## src/hw/rtl/cgg_delay.sv

```systemverilog
// ----------------------------------------------------------------------------
// Delay line
// Fixed-length shift register that keeps side data aligned with the datapath.
// ----------------------------------------------------------------------------
module cgg_delay #(
  parameter int WIDTH = 4,
  parameter int DEPTH = 2
) (
  input  logic             clk,
  input  logic             rst,
  input  logic [WIDTH-1:0] din,
  output logic [WIDTH-1:0] dout
);

  logic [WIDTH-1:0] taps [0:DEPTH-1];

  // Each tap loads from the one before it; reset flushes valid bits.
  always_ff @(posedge clk) begin
    if (rst) begin
      for (int i = 0; i < DEPTH; i++) begin
        taps[i] <= '0;
      end
    end else begin
      taps[0] <= din;
      for (int i = 1; i < DEPTH; i++) begin
        taps[i] <= taps[i-1];
      end
    end
  end

  assign dout = taps[DEPTH-1];

endmodule

```

## config.mk

```make
export PLATFORM = sky130hd
export DESIGN_NAME = cgg_delay
export DESIGN_NICKNAME = d
export VERILOG_FILES = /design/src/hw/rtl/cgg_delay.sv
export SDC_FILE = /design/constraint.sdc
export NUM_CORES = 1
export LEC_CHECK = 0
export ABC_AREA = 1
export ABC_CLOCK_PERIOD_IN_PS = 1200
export BUFFER_PORTS_ARGS = -buffer_cell sky130_fd_sc_hd__buf_2
export CAP_MARGIN = 10
export CORE_AREA = 2 2 39 41
export DETAILED_ROUTE_END_ITERATION = 8
export DIE_AREA = 0 0 41 43
export GPL_TIMING_DRIVEN = 0
export SLEW_MARGIN = 20
export SYNTH_ARGS = -nofsm -noshare
export SYNTH_HDL_FRONTEND = slang
export SYNTH_SLANG_ARGS = --single-unit
```

## constraint.sdc

```tcl
create_clock -name clk -period 1.2 [get_ports clk]
set_clock_uncertainty 0.15 [all_clocks]
set_input_delay 0.12 -clock clk [delete_from_list [all_inputs] [get_ports clk]]
set_output_delay 0.12 -clock clk [all_outputs]
set_load 0.01 [all_outputs]
```

Word-level counts from Yosys, hierarchy flattened

Memories as Yosys holds them, arrays and structs flattened.
Cells that the tools add are included.

Input port bits: 6
Flip-flop bits (word level): 0
Word-level logic and storage cells: 8
Latch bits: 0
RAM bits: 8
Output and inout bits: 4
ROM bits: 0
Memories kept: 1

Memory list:

| memory | depth | bits a word | rd ports | clocked after Yosys merged registers in | wr ports | RTL line | source |
|---|---|---|---|---|---|---|---|
| taps   | 2     | 4           | 2        | 0                                       | 2        | 15       | `logic [WIDTH-1:0] taps [0:DEPTH-1];` |

Mux-type cells: 5
Add/sub/neg operators: 0
$mul: 0
Div/mod/pow operators: 0
Order comparisons: 0
Reduce and logical (&&, ||, !) cells: 0
Shift-type cells: 0
Equality and inequality tests: 0
Bitwise operators: 2

Operator list:

| operator         | count |
|---|---|
| 4-bit 2-to-1 mux | 2 |
| 1-bit 2-to-1 mux | 3 |
| 1-bit bitwise OR | 2 |

Depth between registers and ports, before layout

Depth in word-level cells: 3
Depth in mapped cells: 2

Worst setup path before layout

No wires, ideal clock.

Path kind: reg2out
From: memory taps[1][0] (netlist: taps[0][4])
To: output port dout[0]
Cell stages (with the launch flop): 2
Data required time: 930 ps
Path buffers: 1
Slack: 529 ps
Data arrival time: 401 ps
Cell sequence: dfxtp_1 > buf_4

RTL lines:

| item        | RTL line | source |
|---|---|---|
| from (decl) | 15       |  |
| to (decl)   | 12       | `output logic [WIDTH-1:0] dout` |

==> results.sh <==
export IMPL_die_area_um2=1760
export IMPL_synthDominantCellAreaShare_pct=61.2
export IMPL_syn_area_per_cell_um2=9.02
export IMPL_clkSlewWorstSetupHoldPaths_ns=0.05
export IMPL_critPathCaptureType="primary output"
export IMPL_place_area_um2=322
export IMPL_grt_pass1_vias=129
export IMPL_crit_path_max_fanout=1
export IMPL_largest_reg_flops=8
export IMPL_largest_register="taps"
export IMPL_synth_common_cells="dfxtp_1 (8), inv_1 (8), nor2_1 (8)"
export IMPL_rsz0062_at_grt="false"
export IMPL_start_kind="register"
export IMPL_synth_cells=29
export IMPL_avgRoutedWirePerCell_um=5.05
export IMPL_dp_cells=53
export IMPL_routed_via_density=2.75
export IMPL_num_nets_final=53
export IMPL_seq_area_um2=160
export IMPL_cp_num_buf_inv=2
export IMPL_drive_above_1_share_pct=35.6
export IMPL_ctsRootBufferMaster="clkbuf_4"
export IMPL_synth_top_cells_by_area="dfxtp_1 (61%), buf_4 (11%), inv_1 (11%)"
export IMPL_setup_tns_final_ns=0
export IMPL_min_period_over_period_pct=87.8
export IMPL_cts_tree="done"
export IMPL_ir_drop_uv=446
export IMPL_path_depth=2
export IMPL_yosysUniqueCellTypes=5
export IMPL_final_cells=61
export IMPL_hold_depth=2
export IMPL_coreArea_um2=1380
export IMPL_overflow=0
export IMPL_post_route_min_period_ns=1.05
export IMPL_grtUsageTotal_pct=5.55
export IMPL_ys_seq_area_share_pct=61.2
export IMPL_clock_fmax_ghz=0.949
export IMPL_synth_ff_type="dfxtp_1"
export IMPL_power_density_nw_per_um2=1340
export IMPL_finalWeightedCongestion=0.616
export IMPL_fillCellCount=143
export IMPL_power_w=0.000530
export IMPL_clock_sinks=8
export IMPL_clk_latency_ns=0.25
export IMPL_cts_resized_gates=0
export IMPL_fin_area_um2=394
export IMPL_drt_pass1_iter_count=2
export IMPL_grt_pass1_wl_um=503
export IMPL_max_stage_delay_ns=0.29
export IMPL_num_rows=14
export IMPL_max_cap_violations=0
export IMPL_syn_nets=35
export IMPL_slew_violations=0
export IMPL_timing_slew_headroom_pct=94.9
export IMPL_synth_top_cell_by_area="dfxtp_1"
export IMPL_vias=168
export IMPL_reg_top3="taps (8)"
export IMPL_io_pins=10
export IMPL_multi_input_area_um2=30.0
export IMPL_drt_first_iter_violations=1
export IMPL_crit_slowest_cell="dfxtp_1"
export IMPL_hold_violations=0
export IMPL_postSynth_asyncResetShare_pct=0
export IMPL_routed_wl_um=308
export IMPL_cp_arrival_ns=0.78
export IMPL_io_buffer_count=8
export IMPL_worstMarginPinSlew_ns=0.0757
export IMPL_ys_ff_latch=8
export IMPL_setup_ws_ns=0.147
export IMPL_grt_max_degree=9
export IMPL_synth_edf_count=0
export IMPL_status="completed"
export IMPL_critical_path_class="reg -> out"
export IMPL_crit_family="flip-flops"
export IMPL_synth_cell_area_um2=262
export IMPL_die_height_um=43
export IMPL_antenna_found_initial=0
export IMPL_start_util_pct=18.9
export IMPL_antenna_left=0
export IMPL_cp_required_ns=0.93
export IMPL_setup_viol=0
export IMPL_htreeDepth=1
export IMPL_leakage_nw=0.213
export IMPL_rr_worst_depth=2
export IMPL_drc=0
export IMPL_hp_class="reg -> reg"
export IMPL_die_width_um=41
export IMPL_path_cells="buf_4, buf_2"
export IMPL_cts_buffers=3
export IMPL_pre_cts_ws_ns=0.412
export IMPL_antenna_cells=0
export IMPL_syn_to_final_growth_pct=50.7
export IMPL_yosysWarnings=0
export IMPL_cts_path_max_buffers=2
cells in the final DEF (no fill, tap or decap), drive strengths merged:
master	count
buf	13
inv	8
nor2	8
dfxtp	8
dlygate4sd3	5
clkbuf	3
metrics by stage:
step	hold slack [ns]	util, %
finish	0.248	28.5
global route	0.258	28.5
CTS	0.247	28.5
detailed placement	0.164	23.2
global placement	0.160	23.2
floorplan	0.0770	-
layer usage:
layer | GRT usage, % | share of wire (%)
met1 | 5.56 | 38
met2 | 4.38 | 34
met3 | 9.42 | 23
met4 | 4.00 | 4.5
met5 | 0 | 0
power breakdown:
part / total (W) / internal [W] / switching, W / leakage (nW)
Combinational: 0.0000493 / 0.0000322 / 0.0000172 / 0.133
Sequential: 0.000281 / 0.000279 / 0.00000265 / 0.0662
Clock: 0.000199 / 0.000114 / 0.0000848 / 0.0138
cell type report:
type | instances | share of cell area [%]
flip-flops and latches | 8 | 40.6
repair buffers | 13 | 22.9
plain buffers | 5 | 10.5
multi-input cells | 8 | 7.62
inverters | 8 | 7.62
clock buffers | 3 | 5.71
well taps | 16 | 5.08
logic make-up (layout without fill, tap and decap cells):
kind of cell  after synthesis  count (layout)  synth area share (%)
buf+inv                    13              29                  27.3
flops                       8               8                  61.2
simple gates                8               8                  11.5
worst min-delay path, stage by stage, from the launching register on:
cell and delay, ns:
dfxtp_1 0.29, inv_1 0.04, nor2_1 0.03
final timing paths:
kind / to / slack (ns) / from
worst max-delay path: dout[3] / 0.15 / taps[0][7]
worst min-delay path: taps[0][6] / 0.25 / taps[0][2]
worst max register to register: taps[0][5] / 0.59 / taps[0][1]
worst min register to register: taps[0][6] / 0.25 / taps[0][2]
what timing repair did:
item	in CTS	in global routing
endpoints found under the setup margin	0	0
buffers inserted	0	0
hold buffers	5	0
endpoints found under the hold margin	8	0
(Power assumes the default switching activity.)
