### config.mk
export PLATFORM = sky130hd
export DESIGN_NAME = cgg_div_pipe
export DESIGN_NICKNAME = d
export VERILOG_FILES = /design/src/hw/rtl/cgg_div_pipe.sv
export SDC_FILE = /design/constraint.sdc
export NUM_CORES = 1
export LEC_CHECK = 0
export ABC_AREA = 1
export BUFFER_PORTS_ARGS = -buffer_cell sky130_fd_sc_hd__buf_2
export CAP_MARGIN = 20
export CORE_MARGIN = 2
export CORE_UTILIZATION = 60
export CTS_CLUSTER_SIZE = 14
export DETAILED_ROUTE_END_ITERATION = 12
export GPL_TIMING_DRIVEN = 0
export PLACE_DENSITY_LB_ADDON = 0.3
export SYNTH_ARGS = -nofsm -noshare
export SYNTH_HDL_FRONTEND = slang
export SYNTH_SLANG_ARGS = --single-unit
### constraint.sdc
create_clock -name clk -period 2.4 [get_ports clk]
set_clock_uncertainty 0.2 [all_clocks]
set_input_delay 0.12 -clock clk [delete_from_list [all_inputs] [get_ports clk]]
set_output_delay 0.12 -clock clk [all_outputs]
set_load 0.01 [all_outputs]
### src/hw/rtl/cgg_div_pipe.sv
// ----------------------------------------------------------------------------
// Pipelined restoring divider
// One quotient bit per register stage; requires num < den << QUO_W.
// ----------------------------------------------------------------------------
module cgg_div_pipe #(
  parameter int NUM_W = 20,
  parameter int DEN_W = 11,
  parameter int QUO_W = 9
) (
  input  logic             clk,
  input  logic [NUM_W-1:0] num,
  input  logic [DEN_W-1:0] den,
  output logic [QUO_W-1:0] quo
);

  // Stage registers: partial remainder, unused dividend bits, quotient so far.
  logic [DEN_W-1:0] rem_q [1:QUO_W];
  logic [QUO_W-1:0] low_q [1:QUO_W];
  logic [QUO_W-1:0] quo_q [1:QUO_W];
  logic [DEN_W-1:0] den_q [1:QUO_W];

  for (genvar i = 0; i < QUO_W; i++) begin : g_stage
    logic [DEN_W-1:0] rem_in;
    logic [QUO_W-1:0] low_in;
    logic [QUO_W-1:0] quo_in;
    logic [DEN_W-1:0] den_in;
    logic [DEN_W:0]   trial;
    logic [DEN_W:0]   diff;
    logic             ge;

    if (i == 0) begin : g_first
      assign rem_in = DEN_W'(num >> QUO_W);
      assign low_in = num[QUO_W-1:0];
      assign quo_in = '0;
      assign den_in = den;
    end else begin : g_rest
      assign rem_in = rem_q[i];
      assign low_in = low_q[i];
      assign quo_in = quo_q[i];
      assign den_in = den_q[i];
    end

    // Shift in the next dividend bit and try a subtraction.
    assign trial = {rem_in, low_in[QUO_W-1]};
    assign diff  = trial - {1'b0, den_in};
    assign ge    = trial >= {1'b0, den_in};

    always_ff @(posedge clk) begin
      rem_q[i+1] <= ge ? diff[DEN_W-1:0] : trial[DEN_W-1:0];
      low_q[i+1] <= {low_in[QUO_W-2:0], 1'b0};
      quo_q[i+1] <= {quo_in[QUO_W-2:0], ge};
      den_q[i+1] <= den_in;
    end
  end

  assign quo = quo_q[QUO_W];

endmodule

* Word-level counts from Yosys, hierarchy flattened
Memory sizes are Yosys's and may differ from the RTL's.
Cells that the tools add are included.
** Word-level totals
- Flip-flop bits (word level) :: 0
- RAM bits :: 351
- Input port bits :: 32
- Output and inout bits :: 9
- Memories kept :: 4
** Memories
- den_q :: words 9, width 11, read ports 8, clocked after memory_dff 0, wr ports 9, line 20 : logic [DEN_W-1:0] den_q [1:QUO_W];
- rem_q :: words 9, width 11, read ports 8, clocked after memory_dff 0, wr ports 9, line 17 : logic [DEN_W-1:0] rem_q [1:QUO_W];
- quo_q :: words 9, width 9, read ports 9, clocked after memory_dff 0, wr ports 9, line 19 : logic [QUO_W-1:0] quo_q [1:QUO_W];
- low_q :: words 9, width 8, read ports 8, clocked after memory_dff 0, wr ports 9, line 18 : logic [QUO_W-1:0] low_q [1:QUO_W];
** Cells by class
- Add/sub/neg operators :: 9
- $lt $le $gt $ge :: 9
- Muxes and demuxes :: 9
** Operators with widths (number)
- 12-bit by 11-bit >= comparator with 1-bit output :: 9
- 11-bit 2-to-1 mux :: 9
- 11-bit subtractor :: 9

* Logic depth before layout (Yosys ltp)
An unclocked memory read counts as a cell.
- Depth after elaboration :: 3
- Gate-level depth with buffers :: 11

* Worst setup path after synthesis
OpenSTA, ideal clock, no wires.
- Path type :: register to register
- Start point :: register low_q[0][23] (netlist name)
- End point :: register rem_q[0][35] (netlist name)
- Library setup time :: 0.114 ns
- Arrival time :: 1.589 ns
- Data required time :: 2.086 ns
- Slack :: 0.497 ns
- Stages on the path, launching flop included :: 11
- Clock period less this slack :: 1.903 ns
- Path through :: dfxtp_1 -> inv_1 -> ha_1 -> fa_1 -> inv_1 -> nand3_1 -> nand3_2 -> nand2_2 -> nand4_4 -> buf_12 -> o21ai_2

==> impl_metrics.json <==
{
  "status": "finished clean",
  "root_buffer": "clkbuf_16",
  "synthToLayoutAreaGrowth_pct": 14.6,
  "drcViolationCount": 0,
  "synth_xor_area_frac": 0.0162,
  "ant_nets": 0,
  "finalMaxSlewViolations": 0,
  "portBuffers": 40,
  "setup_violations": 0,
  "period_share": 0.968,
  "die_area_um2": 22800,
  "setup_tns_ns": 0,
  "cts_max_level": 1,
  "whs_ns": 0.0272,
  "leakagePower_nw": 7.76,
  "hold_path_depth": 2,
  "vias": 10300,
  "netlist_instances": 1626,
  "required_ns": 2.61,
  "drt-initial-drc-count": 503,
  "die_h_um": 151,
  "fillCellCount": 1675,
  "wl_per_cell_um": 13.5,
  "grt_pass1_wl_um": 45400,
  "syn_area_um2": 13000,
  "core_um2": 21100,
  "hp-class": "in2reg",
  "dp_hpwl_um": 20900,
  "layout-drive-gt1-share": 0.160,
  "vdd_drop_max_mv": 0.587,
  "relSlewSlack": 0.787,
  "gr-total-overflow": 0,
  "synthMuxAreaShare": 0,
  "cts_tree": "built",
  "syn-num-nets": 1765,
  "clkSinkCount": 257,
  "rsz0062_at_grt": "false",
  "gp_congestion": 0.957,
  "seq_area_frac_synth": 0.397,
  "yosysWarningCount": 0,
  "n_antenna_cell": 0,
  "power_w": 0.0189,
  "synth.avg_cell_area_um2": 7.97,
  "regArea_um2": 5140,
  "start_util": 0.615,
  "synth_fa_ha_area_frac": 0.108,
  "reg2reg_depth": 11,
  "track_usage": 0.245,
  "final_hold_viol_count": 0,
  "r2r-end": "rem_q[0][39]",
  "drtPass1Iterations": 5,
  "synth_compound_area_frac": 0.0333,
  "worst-path-max-fanout": 7,
  "startpoint": "num[8]",
  "ys_seq_elements": 257,
  "cts_made_buffers": 26,
  "synth-simple-area-share": 0.341,
  "crit_path_start_kind": "input pin",
  "synth_top_family_by_area": "simple AND/OR/NAND/NOR gates",
  "via_per_inst": 5.08,
  "synth_cell_types": 32,
  "clk_latency_ns": 0.53,
  "crit-reg2reg-launch": "low_q[0][23]",
  "period_needed_ns": 2.32,
  "ios": 41,
  "critical_path_class": "in2reg",
  "drv_cap": 0,
  "fmax_ghz": 0.430,
  "holdPathEnd": "low_q[0][14]",
  "min-delay-start": "num[6]",
  "clk_pin_slew_worst_paths_ns": 0.06,
  "clockBufferDepth": 3,
  "grt_max_degree": 15,
  "grt_antenna_before_repair": 0,
  "drt_wl_total_um": 27400,
  "multi_input_area_um2": 6550,
  "num-nets-final": 1872,
  "power_density_nw_per_um2": 1270,
  "reg2reg_setup_slack_ns": 0.20,
  "tightestPinTransition_ns": 0.317,
  "cp-end-kind": "flip-flop",
  "fp-row-count": 53,
  "fp.dieW_um": 151,
  "crit_arrival_ns": 2.54,
  "grt_pass1_vias": 9910
}
-- critical path: stages --
cell and delay, ns:
dlygate4sd3_1 0.52, buf_2 0.10, inv_1 0.04, ha_1 0.22, fa_2 0.36, inv_2 0.10, nand3_2 0.09, nand3_4 0.13
nand2_4 0.10, nand4_1 0.11, dlygate4sd3_1 0.56, nand2_1 0.07
-- routing by layer --
metal,GRT usage,vias up,share of wire
li1,-,5334,-
met1,0.303,4664,0.43
met2,0.441,247,0.50
met3,0.0304,59,0.042
met4,0.0850,0,0.029
met5,0,-,0
-- final cells by class --
| cell class | count | share of cell area |
|---|---|---|
| Multi-Input combinational cell | 1041 | 0.441 |
| Sequential cell | 257 | 0.346 |
| Inverter | 312 | 0.0788 |
| Clock buffer | 37 | 0.0527 |
| Timing Repair Buffer | 79 | 0.0392 |
| Tap cell | 275 | 0.0232 |
| Buffer | 16 | 0.0123 |
| Clock inverter | 10 | 0.00640 |
-- power by group --
group | internal [W] | leakage [nW] | total (W) | switching (W)
clock network | 0.00238 | 0.418 | 0.00404 | 0.00165
registers | 0.00544 | 2.17 | 0.00600 | 0.000554
logic | 0.00340 | 5.17 | 0.00886 | 0.00546
-- cell usage after synthesis, drive strengths merged --
cell      n  area, um^2
nand3   123         996
xor2     16         140
and2      8        50.1
nand2   488        1970
nand3b   32         240
nand4    81         627
nor3      1        5.00
ha       99        1240
buf      10         160
o21ai    42         221
or2       8        50.1
a21oi    36         210
xnor2     8        70.1
nor2     91         487
dfxtp   257        5140
fa        8         160
inv     312        1170
clkbuf    6        22.5
-- cells in the final DEF (no fill, tap or decap), types with 27 or more instances in the layout --
master | netlist | routed
a21oi_1 | 28 | 28
buf_2 | 2 | 42
clkbuf_16 | 0 | 27
dfxtp_1 | 257 | 257
dlygate4sd3_1 | 0 | 36
ha_1 | 99 | 93
inv_1 | 297 | 296
nand2_1 | 446 | 444
nand2_2 | 35 | 37
nand3_1 | 59 | 58
nand3_2 | 56 | 56
nand3b_1 | 32 | 32
nand4_1 | 73 | 73
nor2_1 | 59 | 59
-- cell families after synthesis --
| kind of cell | count (synthesis) |
|---|---|
| and+or+nand+nor | 832 |
| xor gates and xnor gates | 24 |
| adders and majority gates | 107 |
| AOI/OAI and AO/OA | 78 |
| buffers and inverters | 328 |
| DFF | 257 |
-- metrics by stage --
stage / instances / area, um^2 / util / setup slack [ns]
after floorplan: 1626 / 13000 / - / 0.497
after global placement: 1941 / 13500 / 0.641 / 0.235
after detailed placement: 1941 / 13500 / 0.641 / 0.205
after CTS: 2025 / 14800 / 0.700 / 0.0335
after global routing: 2027 / 14900 / 0.705 / 0.00108
final: 2027 / 14900 / 0.705 / 0.0771
-- worst max path at each step --
stage                     slack, ns            to  cells after the start
final                          0.08  rem_q[0][19]                     12
after global placement         0.23  rem_q[0][76]                     11
after floorplan                0.50  rem_q[0][35]                     10
after detailed placement       0.21  rem_q[0][72]                     11
after CTS                      0.03  rem_q[0][17]                     12
after global routing          0.001  rem_q[0][19]                     14
-- sequential cells by signal (all words and copies together) (netlist names) --
signal	count
quo_q	45
den_q	88
low_q	36
rem_q	88
-- timing repair --
item                                    in CTS  in global routing
setup buffers                                0                  3
hold buffers                                37                  0
endpoints found under the setup margin       0                  6
gates resized for setup                      0                 14
endpoints found under the hold margin       31                  0
No activity file was read; power rests on OpenSTA's default activity.
