<file path="src/hw/rtl/cgg_isqrt_pipe.sv">
// ----------------------------------------------------------------------------
// Pipelined integer square root
// Digit-by-digit root, one result bit per register stage.
// ----------------------------------------------------------------------------
module cgg_isqrt_pipe #(
  parameter int VAL_W = 33
) (
  input  logic           clk,
  input  logic [VAL_W-1:0] radicand,
  output logic [VAL_W:0]   root
);

  localparam int STEPS = (VAL_W + 1) / 2;

  logic [VAL_W-1:0] val_q [1:STEPS];
  logic [VAL_W:0]   res_q [1:STEPS];

  for (genvar i = 0; i < STEPS; i++) begin : g_stage
    localparam logic [VAL_W:0] BIT = (VAL_W + 1)'(1) << (2 * (STEPS - 1 - i));
    logic [VAL_W-1:0] val_in;
    logic [VAL_W:0]   res_in;
    logic [VAL_W:0]   trial;
    logic [VAL_W:0]   rem;
    logic             ge;

    if (i == 0) begin : g_first
      assign val_in = radicand;
      assign res_in = '0;
    end else begin : g_rest
      assign val_in = val_q[i];
      assign res_in = res_q[i];
    end

    // Subtract the trial square when it fits and set the current root bit.
    assign trial = res_in + BIT;
    assign ge    = {1'b0, val_in} >= trial;
    assign rem   = {1'b0, val_in} - trial;

    always_ff @(posedge clk) begin
      val_q[i+1] <= ge ? rem[VAL_W-1:0] : val_in;
      res_q[i+1] <= ge ? ((res_in >> 1) + BIT) : (res_in >> 1);
    end
  end

  assign root = res_q[STEPS];

endmodule

</file>
<file path="config.mk">
export PLATFORM = sky130hd
export DESIGN_NAME = cgg_isqrt_pipe
export DESIGN_NICKNAME = d
export VERILOG_FILES = /design/src/hw/rtl/cgg_isqrt_pipe.sv
export SDC_FILE = /design/constraint.sdc
export NUM_CORES = 1
export LEC_CHECK = 0
export ABC_AREA = 1
export BUFFER_PORTS_ARGS = -buffer_cell sky130_fd_sc_hd__clkbuf_2
export CORE_MARGIN = 5
export CORE_UTILIZATION = 41
export CTS_CLUSTER_DIAMETER = 120
export CTS_CLUSTER_SIZE = 8
export DETAILED_ROUTE_END_ITERATION = 10
export PLACE_DENSITY = 0.55
export SYNTH_ARGS = -nofsm -noshare
export SYNTH_HDL_FRONTEND = slang
export SYNTH_SLANG_ARGS = --single-unit
</file>
<file path="constraint.sdc">
create_clock -name clk -period 4.6 [get_ports clk]
set_input_delay 0.92 -clock clk [delete_from_list [all_inputs] [get_ports clk]]
set_output_delay 0.92 -clock clk [all_outputs]
set_load 0.02 [all_outputs]
</file>
After elaboration in Yosys (flattened, before gate mapping)
Memories as Yosys holds them, arrays and structs flattened.
Index checks and enable logic that the tools add are counted.
{"block": "classes", "n_mux": 34, "n_lt_le_gt_ge": 17, "n_addsub": 49}
{"op": "two-way mux 33 bit", "count": 18}
{"op": "greater-or-equal comparator 33 x 34 -> 1 bit", "count": 16}
{"op": "two-way mux 34 bit", "count": 16}
{"op": "subtractor 33 bit", "count": 16}
{"op": "adder 33 x 1 -> 34 bit, second input constant", "count": 1}
{"op": "adder 33 x 11 -> 34 bit, second input constant", "count": 1}
{"op": "adder 33 x 13 -> 34 bit, second input constant", "count": 1}
{"op": "adder 33 x 15 -> 34 bit, second input constant", "count": 1}
{"op": "adder 33 x 17 -> 34 bit, second input constant", "count": 1}
{"op": "adder 33 x 19 -> 34 bit, second input constant", "count": 1}
{"op": "adder 33 x 21 -> 34 bit, second input constant", "count": 1}
{"op": "adder 33 x 23 -> 34 bit, second input constant", "count": 1}
{"op": "adder 33 x 25 -> 34 bit, second input constant", "count": 1}
{"op": "adder 33 x 27 -> 34 bit, second input constant", "count": 1}
{"op": "adder 33 x 29 -> 34 bit, second input constant", "count": 1}
{"op": "adder 33 x 3 -> 34 bit, second input constant", "count": 1}
{"op": "adder 33 x 31 -> 34 bit, second input constant", "count": 1}
{"op": "adder 33 x 5 -> 34 bit, second input constant", "count": 1}
{"op": "adder 33 x 7 -> 34 bit, second input constant", "count": 1}
{"op": "adder 33 x 9 -> 34 bit, second input constant", "count": 1}
{"op": "adder 34 x 1 -> 34 bit, second input constant", "count": 1}
{"op": "adder 34 x 11 -> 34 bit, second input constant", "count": 1}
{"op": "adder 34 x 13 -> 34 bit, second input constant", "count": 1}
{"op": "adder 34 x 15 -> 34 bit, second input constant", "count": 1}
{"op": "other kinds (14)", "count": 14}
{"block": "totals", "input_bits": 34, "out_inout_bits": 34, "n_memories": 2, "word_cells": 102, "regBits": 0, "ramBits": 1139}
{"memory": "res_q", "words": 17, "width": 34, "rd": 17, "rd_clocked_by_memory_dff": 0, "wr": 17, "line_no": "16", "text": "logic [VAL_W:0] res_q [1:STEPS];"}
{"memory": "val_q", "words": 17, "width": 33, "rd": 16, "rd_clocked_by_memory_dff": 0, "wr": 17, "line_no": "15", "text": "logic [VAL_W-1:0] val_q [1:STEPS];"}

Longest topological paths before layout
An unclocked memory read counts as a cell.
{"block": "logic_depth", "depth_word": 4, "depth_mapped": 16, "ltp_nobuf": 15}

Worst setup path before layout
OpenSTA, ideal clock, no wires.
{"block": "synth_timing", "kind": "register to register", "startpoint": "register, netlist name res_q[0][229]", "endpoint": "register, netlist name val_q[0][254]", "path_slack_ns": 2.757, "synth_period_minus_slack_ns": 1.843, "path_stages_with_launch": 12, "n_path_buf": 1, "setup_ns": 0.113, "required_ns": 4.487, "arrival_ns": 1.730, "cell_sequence": "dfxtp_1 > inv_1 > ha_1 > a21oi_2 > nor2_1 > nor2_4 > nand2_2 > nor3b_4 > nand2_4 > buf_6 > nand2_1 > nand2_1"}

==> results.txt <==
clock root buffer: clkbuf_16
Crit path required time: 5120 ps
drt via density: 4.74
Commonest cells post-synth: nand2_1, dfxtp_1, inv_1, nor2_1, nand3_1
worst-skew pair later-pin latency: 680 ps
Diodes inserted: 0
antenna-violating nets left: 0
CTS Hold Bufs: 0
HP Start: val_q[0][168]
most common cell in the netlist: nand2_1
Syn Area/Cell: 7.41 sq um
CTS tree: done
core area: 73100 sq um
Fin Hold WS: 332 ps
final hold vios: 0
fmax: 0.346 GHz
reg2reg setup slack: 1710 ps
Crit. End Element: flip-flop
final routed DRC violation total: 0
Crit Path Class: flip-flop to flip-flop
Worst Tran Pin Value: 1020 ps
clock share of power: 26.3%
antenna violations before repair: 0
RSZ-0062 raised after global routing: false
# setup viols final: 0
Syn Std Cell Area: 30300 sq um
skew final: 63.3 ps
P_leak: 0.0177 uW
Startpoint Class: flip-flop
Worst Reg2Reg Path Length in Cells: 11
Critical Path, Cell by Cell: inv_1 > ha_1 > nand2_1 > nor3_1 > o21bai_1 > nand2_1 > nand2_2 > nand2_2 > inv_2 > nand2_1 > nand2_1
post-synthesis sequential area ratio: 45.0%
Post-synth ARST share: 0%
switch share: 39.6%
gr usage total: 19.6%
yosys warns: 0
placed cells: 5063
Max Slew Vio Count: 0
max incr delay on CP: 430 ps
P_int: 14100 uW
multiplexer share of the synthesized area: 0.0330%
Row Count: 99
hold path depth: 0
I/O pins: 68
Post-Synth Simple-Gate Area: 30.2%
Vias: 24500
period utilization: 62.8%
Clock transition at path regs: 50 ps
DRT Pass-1 Iters: 6
min-delay worst type: flip-flop to flip-flop
pwr dens: 688 nW/um^2
VDD IR max: 0.358 mV
cts repair resizes: 0
Initial DRC Count: 1391
clock sinks: 681
Max Cap Viol: 0
clk buf depth: 3
Detailed Route WL: 77800 um
CP Buf/Inv Count: 2
share of the synthesized area in the top cell type: 45.0%
CP top delay family: simple AND/OR/NAND/NOR gates
Yosys cell types: 54
share of cells above drive strength 1: 6.13%
vias in the first global route: 24100
hpwl dp: 62600 um
Synth Instances: 4086
power share of the combinational group: 36.9%
critical path data arrival time: 3410 ps
top post-synthesis cells by area: dfxtp_1, nand2_1, inv_1
DIE AREA: 79400 sq um
chip height: 282 um
crit path time final: 2890 ps
crit-path max FO: 23
Finished Layout Cells: 5167
status: complete, no violations
Hold Path End: val_q[0][201]
Psw: 9250 uW
setup bufs post-CTS: 0
H-tree levels: 3
FF+latch count, synth: 681
Critical R2R Capture: val_q[0][501]
largest family of logic cells by synthesized area: simple AND/OR/NAND/NOR gates
Primary FF master, synth: dfxtp_1
r2r startpoint: res_q[0][483]
first-pass GRT wire length: 125000 um
die width: 282 um
CTS buffer count: 95
Starting Density: 41.5%
largest net degree at the start of global routing: 29
relative slew slack: 31.9%
Post-Synth Adder-Cell Area: 6.92%
global route overflow: 0
number of synthesized flops with an enable pin: 0
Final GP Congestion: 0.919
Port Buf Inserts: 50
Routed WL per cell: 15.1 um
Most common cell on crit path: nand2_1
complex-gate fraction of the synthesized area: 5.20%
Reg power frac: 36.8%
post-synth top area cell: dfxtp_1
setup TNS: 0 ps
nets@finish: 4402
Worst path slowest cell: nand2_2
area grow syn2layout: 12.2%
Post-Synth XOR/XNOR Area: 3.41%
-- stage by stage --
stage                     cell area [sq um]  utilization [%]  setup WS [ps]  power (uW)
after floorplan                       30400                -           2760       14900
after global placement                31400             43.0           1690       17300
after detailed placement              31400             43.0           1710       17300
after CTS                             34000             46.5           1700       23600
after global routing                  34000             46.5           1470       25300
final                                 34000             46.5           1710       23400
-- worst max-delay path by stage --
| stage | from | to | cells after the start |
|---|---|---|---|
| final | res_q[0][483] | val_q[0][501] | 11 |
| after global routing | res_q[0][482] | val_q[0][510] | 11 |
| after CTS | res_q[0][483] | val_q[0][501] | 11 |
| after detailed placement | res_q[0][483] | val_q[0][501] | 11 |
| after global placement | res_q[0][482] | val_q[0][501] | 11 |
| after floorplan | res_q[0][229] | val_q[0][254] | 11 |
-- cell type report --
type,instances,area [sq um]
Inverter,634,2380
Clock buffer,96,2380
Timing Repair Buffer,50,250
Tap cell,959,1200
Multi-Input combinational cell,2739,13900
Fill cell,7446,39100
Clock inverter,8,219
Sequential cell,681,13600
-- power groups by stage --
stage               clock network (uW)  registers [uW]  logic (uW)
global placement                     0            8770        8580
detailed placement                   0            8740        8580
global route                      6600            8760        9940
floorplan                            0            8170        6760
CTS                               6350            8640        8620
finish                            6140            8610        8620
-- worst register-to-register path, stage by stage, from the launching register on --
cell	delay (ps)
dfxtp_1	420
inv_1	70
ha_1	350
nand2_1	90
nor3_1	370
o21bai_1	140
nand2_1	160
nand2_2	100
nand2_2	440
inv_2	400
nand2_1	150
nand2_1	100
-- routing by layer --
metal  vias up  wire length, um  GRT usage [%]
met1     11000            36400           26.2
met5         -                0              0
li1      12900                -              -
met3       125             3440           3.09
met4         0             1960           5.20
met2       462            36000           33.2
-- flip-flops by register name, summed over array words and instances, names as in the netlist --
signal and cells:
val_q 528, res_q 153
-- cell usage in the layout (no fill, tap or decap), types with 13 or more instances in the layout --
cell type,synthesis,final
nand2_1,1271,1271
dfxtp_1,681,681
inv_1,622,622
nor2_1,378,378
nand3_1,263,263
ha_1,166,166
a21oi_1,137,137
clkbuf_16,0,95
xor2_1,84,84
nand4_1,72,72
o21ai_0,64,64
nor3_1,52,52
clkbuf_2,1,50
xnor2_1,34,34
nand3b_1,23,23
a21oi_2,21,21
o21ai_1,19,19
nand2_2,18,18
conb_1,1,18
nor4_1,16,16
or2_2,13,13
-- cell families (layout without fill, tap and decap cells) --
kind of cell,after synthesis,after routing
buffers and inverters,683,788
and+or+nand+nor,2156,2156
other,1,18
adders and majority gates,167,167
AOI/OAI and AO/OA,279,279
muxes,1,1
xor gates and xnor gates,118,118
DFF,681,681
Power figures use the tool's default switching activity.
